[src/hw/rtl/tmw_pkg.sv]
// tmw_pkg: shared constants, item codes, control structs and byte decoders
// for the text-mode terminal writer. No dependencies; used by every other file but tmw_ram.
package tmw_pkg;

    // default screen geometry
    localparam int DEFAULT_COLS = 80;
    localparam int DEFAULT_ROWS = 25;

    // port field widths
    localparam int KIND_W      = 2;
    localparam int BYTE_W      = 8;
    localparam int CELL_ADDR_W = 11;
    localparam int COLUMN_W    = 7;
    localparam int LINE_W      = 5;
    localparam int CELL_W      = 16;
    localparam int ATTR_W      = 8;

    // item kinds
    localparam logic [KIND_W-1:0] KIND_PUT    = 2'd0;
    localparam logic [KIND_W-1:0] KIND_READ   = 2'd1;
    localparam logic [KIND_W-1:0] KIND_SCROLL = 2'd2;

    // special bytes
    localparam logic [BYTE_W-1:0] BYTE_ESC   = 8'h1B;
    localparam logic [BYTE_W-1:0] BYTE_END   = 8'h3B;
    localparam logic [BYTE_W-1:0] BYTE_ONE   = 8'h31;
    localparam logic [BYTE_W-1:0] BYTE_SPACE = 8'h20;
    localparam logic [BYTE_W-1:0] BYTE_LF    = 8'h0A;
    localparam logic [BYTE_W-1:0] BYTE_CR    = 8'h0D;

    // attribute and blank cell after reset
    localparam logic [ATTR_W-1:0] ATTR_RESET = 8'h0F;
    localparam logic [CELL_W-1:0] BLANK_CELL = {ATTR_RESET, BYTE_SPACE};

    // escape parser phases
    localparam logic [1:0] PH_NONE    = 2'd0;
    localparam logic [1:0] PH_ESCAPED = 2'd1;
    localparam logic [1:0] PH_VALUE   = 2'd2;

    // escape targets
    localparam logic [2:0] TG_UNKNOWN = 3'd0;
    localparam logic [2:0] TG_FG      = 3'd1;
    localparam logic [2:0] TG_BG      = 3'd2;
    localparam logic [2:0] TG_BLINK   = 3'd3;
    localparam logic [2:0] TG_END     = 3'd4;

    // commands from controller to datapath
    typedef struct packed {
        logic accept;
        logic read_done;
        logic copy_step;
        logic blank_step;
    } dp_cmd_t;

    // status from datapath to controller
    typedef struct packed {
        logic item_read;
        logic item_sweep;
        logic copy_empty;
        logic copy_last;
        logic blank_last;
    } dp_status_t;

    // hex digit value, zero for anything else
    function automatic logic [3:0] hex_value(input logic [BYTE_W-1:0] b);
        logic [3:0] v;
        v = 4'd0;
        if (b >= 8'h30 && b <= 8'h39)
        begin
            v = 4'(b - 8'h30);
        end
        else if (b >= 8'h61 && b <= 8'h66)
        begin
            v = 4'(b - 8'h57);
        end
        else if (b >= 8'h41 && b <= 8'h46)
        begin
            v = 4'(b - 8'h37);
        end
        return v;
    endfunction

    // target picked by the byte after an escape
    function automatic logic [2:0] target_of(input logic [BYTE_W-1:0] b);
        logic [2:0] t;
        case (b)
            8'h46, 8'h66: t = TG_FG;
            8'h42, 8'h62: t = TG_BG;
            8'h4B, 8'h6B: t = TG_BLINK;
            BYTE_END:     t = TG_END;
            default:      t = TG_UNKNOWN;
        endcase
        return t;
    endfunction

endpackage

[src/hw/rtl/tmw_ctrl.sv]
// tmw_ctrl: controller state machine - clearing pass, item acceptance, read,
// scroll copy and row blanking; depends on tmw_pkg
module tmw_ctrl (
    input  logic                  clk,
    input  logic                  rst_n,
    input  logic                  in_valid,
    output logic                  in_ready,
    output logic                  out_valid,
    input  logic                  out_ready,
    input  tmw_pkg::dp_status_t   status,
    output tmw_pkg::dp_cmd_t      cmd
);

    localparam logic [2:0] ST_CLEAR = 3'd0;
    localparam logic [2:0] ST_IDLE  = 3'd1;
    localparam logic [2:0] ST_READ  = 3'd2;
    localparam logic [2:0] ST_COPY  = 3'd3;
    localparam logic [2:0] ST_BLANK = 3'd4;

    logic [2:0] state_reg, state_next;
    logic       out_valid_reg, out_valid_next;
    logic       load;

    assign in_ready = (state_reg == ST_IDLE) && (!out_valid_reg || out_ready);

    // next state and commands
    always_comb
    begin
        state_next = state_reg;
        cmd        = '0;
        load       = 1'b0;
        case (state_reg)
            ST_CLEAR:
            begin
                cmd.blank_step = 1'b1;
                if (status.blank_last)
                begin
                    state_next = ST_IDLE;
                end
            end
            ST_IDLE:
            begin
                if (in_valid && in_ready)
                begin
                    cmd.accept = 1'b1;
                    if (status.item_read)
                    begin
                        state_next = ST_READ;
                    end
                    else if (status.item_sweep)
                    begin
                        state_next = status.copy_empty ? ST_BLANK : ST_COPY;
                    end
                    else
                    begin
                        load = 1'b1;
                    end
                end
            end
            ST_READ:
            begin
                cmd.read_done = 1'b1;
                load          = 1'b1;
                state_next    = ST_IDLE;
            end
            ST_COPY:
            begin
                cmd.copy_step = 1'b1;
                if (status.copy_last)
                begin
                    state_next = ST_BLANK;
                end
            end
            ST_BLANK:
            begin
                cmd.blank_step = 1'b1;
                if (status.blank_last)
                begin
                    load       = 1'b1;
                    state_next = ST_IDLE;
                end
            end
            default:
            begin
                state_next = ST_IDLE;
            end
        endcase
        out_valid_next = load || (out_valid_reg && !out_ready);
    end

    // state and result valid
    always_ff @(posedge clk or negedge rst_n)
    begin
        if (!rst_n)
        begin
            state_reg     <= ST_CLEAR;
            out_valid_reg <= 1'b0;
        end
        else
        begin
            state_reg     <= state_next;
            out_valid_reg <= out_valid_next;
        end
    end

    assign out_valid = out_valid_reg;

endmodule

[config.mk]
export PLATFORM = sky130hd
export DESIGN_NAME = tmw_ctrl
export DESIGN_NICKNAME = d
export VERILOG_FILES = /design/src/hw/rtl/tmw_pkg.sv /design/src/hw/rtl/tmw_ctrl.sv
export SDC_FILE = /design/constraint.sdc
export NUM_CORES = 1
export LEC_CHECK = 0
export BUFFER_PORTS_ARGS = -buffer_cell sky130_fd_sc_hd__buf_4
export CELL_PAD_IN_SITES_DETAIL_PLACEMENT = 2
export CELL_PAD_IN_SITES_GLOBAL_PLACEMENT = 2
export CORE_MARGIN = 2
export CORE_UTILIZATION = 25
export CTS_CLUSTER_SIZE = 14
export DETAILED_ROUTE_END_ITERATION = 6
export GPL_TIMING_DRIVEN = 0
export PLACE_DENSITY = 0.72
export SETUP_SLACK_MARGIN = 0.5
export SYNTH_ARGS = -nofsm -noshare
export SYNTH_HDL_FRONTEND = slang
export SYNTH_SLANG_ARGS = --single-unit
[constraint.sdc]
create_clock -name clk -period 3 [get_ports clk]
set_input_delay 0.3 -clock clk [delete_from_list [all_inputs] [get_ports clk]]
set_output_delay 0.3 -clock clk [all_outputs]
set_load 0.005 [all_outputs]
After elaboration in Yosys (flattened, before gate mapping)

Index checks and enable logic that the tools add are counted.

Bits in registers: 4
Word-level logic and storage cells: 37
Output and inout bits: 6

Reductions and logical operators: 10
Equality and inequality tests: 8
Muxes and demuxes: 17

Operators by type and width:

| cell                 | count |
|---|---|
| $mux W3              | 6 |
| $mux W1              | 9 |
| $pmux W3 S3          | 1 |
| $eq A3 B2 Y1 const B | 2 |
| $ne A2 B1 Y1 const B | 2 |
| $reduce_and A4 Y1    | 1 |
| $eq A3 B1 Y1 const B | 1 |
| $eq A3 B3 Y1 const B | 1 |
| $logic_and A1 B1 Y1  | 3 |
| $logic_not A3 Y1     | 1 |
| $ne A3 B3 Y1 const B | 1 |
| $pmux W1 S3          | 1 |
| $logic_not A1 Y1     | 2 |
| $logic_or A1 B1 Y1   | 2 |
| $ne A2 B2 Y1 const B | 1 |
| $reduce_or A2 Y1     | 1 |

Depth between registers and ports, before layout

Gate-level depths: netlist of the first run.

Depth in word-level cells: 7
Mapped depth: 4
Mapped depth without buffers: 3

Least setup slack after synthesis of the first run

OpenSTA, ideal clock, no wires.

Path type: reg2reg
Start point: register state_reg[2]
End point: register state_reg[0]
Data arrival time: 1103 ps
Path slack: 1772 ps
Data required time: 2875 ps
Stages on the path, launching flop included: 4
Setup time: 125 ps
Period minus slack after synthesis: 1228 ps
Cell sequence: dfrtp_1 > nor4b_4 > o21bai_2 > mux2_4

Cells in the longest elaborated chain, start to end: 5
Elaborated cells between the ends (all ways): 13
Those cells by class: eq/ne (7); mux (1); reduce/logical (5)

Ends and longest elaborated chain:

| item                        | line                           | text |
|---|---|---|
| start: declaration          | tmw_ctrl.sv:20                 | `logic [2:0] state_reg, state_next;` |
| start signal: assignment    | tmw_ctrl.sv:101                | `state_reg <= state_next;` |
| $eq A3 B1 Y1                | tmw_ctrl.sv:24, tmw_ctrl.sv:32 |  |
| $logic_and A1 B1 Y1         | tmw_ctrl.sv:24                 | `assign in_ready = (state_reg == ST_IDLE) && (!out_valid_reg \|\| out_ready);` |
| $logic_and A1 B1 Y1         | tmw_ctrl.sv:43                 | `if (in_valid && in_ready)` |
| $ne A2 B1 Y1 (no line)      | -                              |  |
| $reduce_and A4 Y1 (no line) | -                              |  |

Several ways; a longest one is shown, not always the timed one.
A chain may end at the register's enable or synchronous reset.

Worst setup path after layout of the first run

Start point: register state_reg[2]
End point: output port in_ready

Cells in the longest elaborated chain, start to end: 2

Ends and longest elaborated chain:

| item                | line           | text |
|---|---|---|
| $eq A3 B1 Y1        | tmw_ctrl.sv:24 |  |
| $logic_and A1 B1 Y1 | tmw_ctrl.sv:24 |  |
| end: declaration    | tmw_ctrl.sv:7  | `output logic in_ready,` |

No other way between the ends.

==> results of run 1 <==
## worst paths after layout
| check | end | slack, ps | cells after the start |
|---|---|---|---|
| worst max register to register | state_reg[0] | 1600 | 4 |
| min in group asynchronous | state_reg[2] | 410 | 2 |
| worst min register to register | out_valid | 660 | 1 |
| worst max-delay path | in_ready | 1390 | 4 |
| worst min-delay path | state_reg[1] | 390 | 3 |
| max in group asynchronous | out_valid | 2490 | 2 |
## layout by cell type, fill, tap and decap left out, drive strengths merged
master,instances
nor2b,1
or2,1
and3,1
dfrtp,4
mux2,1
and4bb,1
nand2b,2
and3b,1
inv,1
and2b,2
a41oi,1
mux2i,1
a21oi,1
and2,1
o211ai,2
a31oi,1
nor4b,1
dlygate4sd3,1
nand3,1
nor2,4
a21boi,1
buf,14
and4b,1
nand2,1
nor3b,1
o21bai,1
clkbuf,4
## power by group through the flow
stage | Combinational (mW) | Clock [mW] | Sequential, mW
final | 0.243 | 0.0670 | 0.108
after global routing | 0.268 | 0.0782 | 0.112
after CTS | 0.247 | 0.0714 | 0.108
after detailed placement | 0.245 | 0 | 0.108
after global placement | 0.232 | 0 | 0.107
after floorplan | 0.142 | 0 | 0.101
## routing by layer
layer	share of wire (%)	routed length [µm]	vias to the layer above
met5	0	0	-
met4	0	0	0
met3	4.0	39	0
met2	51	502	10
met1	45	439	162
li1	-	-	163
## cells by family after synthesis
kind of cell / synth area share, %
simple gates: 42.7
compound gates: 16.5
flops: 30.8
mux: 7.69
buf+inv: 2.31
## layout make-up
class	count	area share, %
Clock buffer	3	4.69
Buffer	1	0.781
Tap cell	14	3.65
Timing Repair Buffer	15	24.0
Sequential cell	4	20.8
Inverter	1	0.781
Multi-Input combinational cell	28	45.3
## cells in the mapped netlist
library cell and instances:
dfrtp_1 4, nor2_1 4, and2b_1 2, nand2b_1 2
o211ai_1 2, a21boi_0 1, a21oi_1 1, a31oi_1 1
a41oi_1 1, and2_1 1, and3_1 1, and3b_1 1
and4b_1 1, and4bb_2 1, clkbuf_1 1, inv_1 1
mux2_4 1, mux2i_1 1, nand2_1 1, nand3_1 1
nor2b_1 1, nor3b_1 1, nor4b_4 1, o21bai_2 1
or2_2 1
## per-stage QoR
| step | area (µm²) | hold WS (ps) | setup WS, ps |
|---|---|---|---|
| 2_1_floorplan | 325 | 4.41 | 1770 |
| 3_3_place_gp | 448 | 95.8 | 1670 |
| 3_5_place_dp | 448 | 99.4 | 1610 |
| 4_1_cts | 480 | 398 | 1350 |
| 5_1_grt | 480 | 389 | 1250 |
| 6_report | 480 | 391 | 1390 |
## tightest hold or removal path: stages
cell and delay, ps:
buf_4 80, nand2b_1 100, a21boi_0 90
==> impl_metrics.yaml, run 1 <==
drt:
  vias: 335
  wl_um: 982
  dr.pass1.iters: 2
  drt_iter0_drc: 6
  drtAntennaViolNets: 0
  drc: 0
  vias_per_cell: 5.08
  route.detailed.wl_per_inst_um: 14.9
power:
  p_seq_share_pct: 25.8
  p_int_mw: 0.257
  finalPower_mw: 0.418
  p_comb_share_pct: 58.2
  power.density_nw_per_um2: 869
  p_leak_nw: 0.232
  power_frac_clock_pct: 16.0
  peakVddDrop_uv: 222
  power.share.switching_pct: 38.4
  switchingPower_mw: 0.160
final_layout:
  multi_input_area_um2: 218
  area_growth_syn_to_layout_pct: 47.7
  fillers: 139
  layout-drive-gt1-share_pct: 42.3
  largest_register_ffs: 3
  fin_nets: 63
  stdcell_count: 66
  seqCellArea_um2: 100
  n_antenna_cell: 0
  fin_util_pct: 41.6
sta:
  slew_headroom_pct: 77.4
  period_share_pct: 53.7
  skew_ps: 0.581
  tns_ps: 0
  fin_crit_ps: 1610
  drv_slew: 0
  hold_viol: 0
  max_freq_ghz: 0.620
  finalSetupViolations: 0
  tightest_slew_ps: 340
  rsz0062_at_grt: "no"
floorplan:
  dieArea_um2: 1610
  coreArea_um2: 1160
  row_count: 12
  ioPinCount: 15
  die_h_um: 40.1
  start_util_pct: 28.1
  fp.dieW_um: 40.1
clock_network:
  clk_path_buf_depth: 2
  hold_buffers: 1
  htreeDepth: 1
  numCtsBuffers: 3
  clk_pin_slew_ps: 40
  clkLatencyLatePin_ps: 230
  postCtsResizedCells: 0
  cts.sinks: 4
  cts_tree: "yes"
  postCtsSetupRepairBufs: 0
  cts_root_buf: "clkbuf_4"
flow_run:
  cap_viol_max_count: 0
run_status:
  status: "finished clean"
yosys:
  yosysTopAreaCell: "dfrtp_1"
  syn_avg_cell_area_um2: 9.57
  ys_seq_area_share_pct: 30.8
  syn_nets: 43
  ys_seq_elements: 4
  ys_types: 25
  netlist_instances: 34
  ys_warn_count: 0
  synth_top_area_share_pct: 30.8
  syn_area_um2: 325
  yosys-top-cells-area: "dfrtp_1 31%, nor4b_4 7.3%, and2b_1 4.6%, mux2_4 4.6%, nor2_1 4.6%"
global_routing:
  grt_pass1_vias: 353
  grt_util_met2_pct: 28.2
  antenna_found_initial: 0
  grt_usage_pct: 15.7
  grt_max_degree: 11
  grt_use_met1_pct: 17.1
  grtUsageMet3_pct: 5.00
  grt-busiest-layer: "met2"
  grt_overflow: 0
  grt_first_pass_wirelength_mm: 1.57
worst_setup_path:
  crit_path_top_delay_cell: "dfrtp_1"
  critPathKind: "reg2out"
  cp_slowest_stage_delay_ps: 440
  critPathMaxFanout: 7
  cp_data_required_time_ps: 2700
  worstSetupStartpoint: "state_reg[2]"
  cp-end-kind: "output port"
  cp.buffers_inverters: 1
  reg2reg_from: "state_reg[1]"
  worstPathArrival_ps: 1310
  crit_chain: "and2b_1 > nand2_1 > nor2_1 > buf_4"
  critPathTopFamily: "simple AND/OR/NAND/NOR gates"
  cp-start-kind: "flip-flop"
placed_design:
  gp_congestion: 0.748
  dp.cells: 62
  io_buffer_count: 14
min_path:
  min_path_type: "in2reg"
  min-delay-start: "status[1]"
Note: power is estimated with default switching activity, not from simulation.
==> run 2, diff against run 1 <==
--- a/config.mk
+++ b/config.mk
@@ -9,11 +9,11 @@
 export CELL_PAD_IN_SITES_DETAIL_PLACEMENT = 2
 export CELL_PAD_IN_SITES_GLOBAL_PLACEMENT = 2
 export CORE_MARGIN = 2
-export CORE_UTILIZATION = 25
+export CORE_UTILIZATION = 21
 export CTS_CLUSTER_SIZE = 14
 export DETAILED_ROUTE_END_ITERATION = 6
 export GPL_TIMING_DRIVEN = 0
-export PLACE_DENSITY = 0.72
+export PLACE_DENSITY = 0.64
 export SETUP_SLACK_MARGIN = 0.5
 export SYNTH_ARGS = -nofsm -noshare
 export SYNTH_HDL_FRONTEND = slang
==> constraint.sdc (replaced) <==
create_clock -name clk -period 1.3 [get_ports clk]
set_input_delay 0.13 -clock clk [delete_from_list [all_inputs] [get_ports clk]]
set_output_delay 0.13 -clock clk [all_outputs]
set_load 0.005 [all_outputs]
==> run 2 against run 1 <==
- the flow now finishes with violations (setup timing)
- combinational power rose to 2.8 times the previous value
- clock-buffer cell count unchanged
- clock power increased by 120%
- critical path depth unchanged
- worst setup slack got worse by 1400 ps
==> impl_metrics.yaml, run 2 (synthesized netlist as in run 1, its figures left out) <==
final_layout:
  fin_nets: 66
  layout-drive-gt1-share_pct: 54.5
  final_area_um2: 531
  mostFrequentLayoutCells: "15 x buf_4, 3 x nor2_1, 3 x clkbuf_4"
  stdcell_count: 71
  n_antenna_cell: 0
  largest_register_ffs: 3
  area_growth_syn_to_layout_pct: 63.1
  final_common_cell: "buf_4"
floorplan:
  start_util_pct: 22.1
  coreArea_um2: 1470
  dieArea_um2: 1880
  row_count: 14
  die_h_um: 43.4
  ioPinCount: 15
  fp.dieW_um: 43.4
sta:
  hold_ws_ps: 208
  hold_viol: 0
  fin_crit_ps: 1340
  max_freq_ghz: 0.746
  setup_slack_ps: -40.7
  tns_ps: -79.6
  tightest_slew_ps: 233
  slew_headroom_pct: 84.4
  finalSetupViolations: 3
  period_share_pct: 103
  rsz0062_at_grt: "yes"
  skew_ps: 0.463
  drv_slew: 0
clock_network:
  numCtsBuffers: 3
  clk_path_buf_depth: 2
  clk_pin_slew_ps: 30
  cts.sinks: 4
  clkLatencyLatePin_ps: 230
  cts_tree: "yes"
  htreeDepth: 1
  cts_root_buf: "clkbuf_4"
power:
  p_leak_nw: 0.254
  power.density_nw_per_um2: 2040
  peakVddDrop_uv: 838
global_routing:
  grt_overflow: 0
  grt_usage_pct: 11.5
  grt_max_degree: 11
  antenna_found_initial: 0
  grt_pass1_vias: 329
  grt_first_pass_wirelength_mm: 1.52
placed_design:
  gp_congestion: 0.750
  hpwl_um: 750
  dp.cells: 64
  io_buffer_count: 14
  placed_area_um2: 452
drt:
  dr.pass1.iters: 2
  vias: 343
  drt_iter0_drc: 1
  drc: 0
  drtAntennaViolNets: 0
  vias_per_cell: 4.83
  route.detailed.wl_per_inst_um: 13.9
  wl_um: 985
worst_setup_path:
  crit_chain: "and2b_2 > nand2_1 > nor2_1 > buf_4"
  cp-end-kind: "output port"
  worstPathArrival_ps: 1210
  rr_worst_depth: 3
  crit_path_top_delay_cell: "dfrtp_2"
  cp_data_required_time_ps: 1170
  cp-start-kind: "flip-flop"
  cp_slowest_stage_delay_ps: 430
  critPathKind: "reg2out"
  critPathMaxFanout: 7
run_status:
  violations: "setup timing"
  status: "complete, but fails checks"
min_path:
  whs_path_depth: 3
  min_path_type: "in2reg"
flow_run:
  cap_viol_max_count: 0
-- run 2: cell count changes in the layout (fill, tap and decap cells not counted) --
cell      delta
buf_6        +2
dfrtp_1      -2
dfrtp_2      +2
and2b_1      -1
and2b_2      +1
buf_4        +1
buf_8        +1
clkbuf_1     -1
nor2_1       -1
nor2_2       +1
-- run 2: worst paths after layout --
check,start,endpoint,slack (ps)
max,state_reg[2],in_ready,-40
min,status[1],state_reg[1],210
max reg2reg,state_reg[2],state_reg[0],50
min reg2reg,state_reg[0],out_valid,640
max in group asynchronous,rst_n,state_reg[0],970
min in group asynchronous,rst_n,state_reg[1],220
-- run 2: through the flow --
stage,worst slack (ps),power [mW],utilization [%]
finish,-40.7,1.08,36.1
CTS,-74.1,1.07,35.5
global route,-106,1.18,36.1
detailed placement,-108,0.814,30.7
global placement,-70.1,0.795,30.7
floorplan,108,0.566,-
-- run 2: critical path: cells and delay by family (launching register included) --
family	cells	cell delay, ps
simple gates	3	440
flops	1	430
buf+inv	1	110
-- run 2: area by class of cell --
class | count | area, µm²
Buffer | 1 | 15.0
Clock buffer | 3 | 22.5
Fill cell | 179 | 941
Sequential cell | 4 | 103
Multi-Input combinational cell | 28 | 221
Inverter | 1 | 3.75
Timing Repair Buffer | 18 | 145
Tap cell | 16 | 20.0
-- run 2: repair_timing --
item | in CTS | in global routing
resized for setup | 8 | 1
buffers inserted | 2 | 1
pin swaps | 2 | 0
endpoints found under the setup margin | 10 | 10
endpoints found under the hold margin | 4 | 0
hold buffers | 1 | 0
-- run 2: per-layer routing --
metal,part of all wire [%],routed length [µm],up-vias,global-route usage [%]
li1,-,-,168,-
met1,44,431,166,13.7
met2,50,494,9,17.6
met3,6.1,60,0,5.42
met4,0,0,0,5.45
met5,0,0,-,0
-- run 2: where the power goes --
group / leakage, nW / switching (mW) / internal, mW / total (mW)
Combinational: 0.192 / 0.277 / 0.409 / 0.686
Sequential: 0.0477 / 0.0601 / 0.187 / 0.247
Clock: 0.0138 / 0.0472 / 0.103 / 0.150
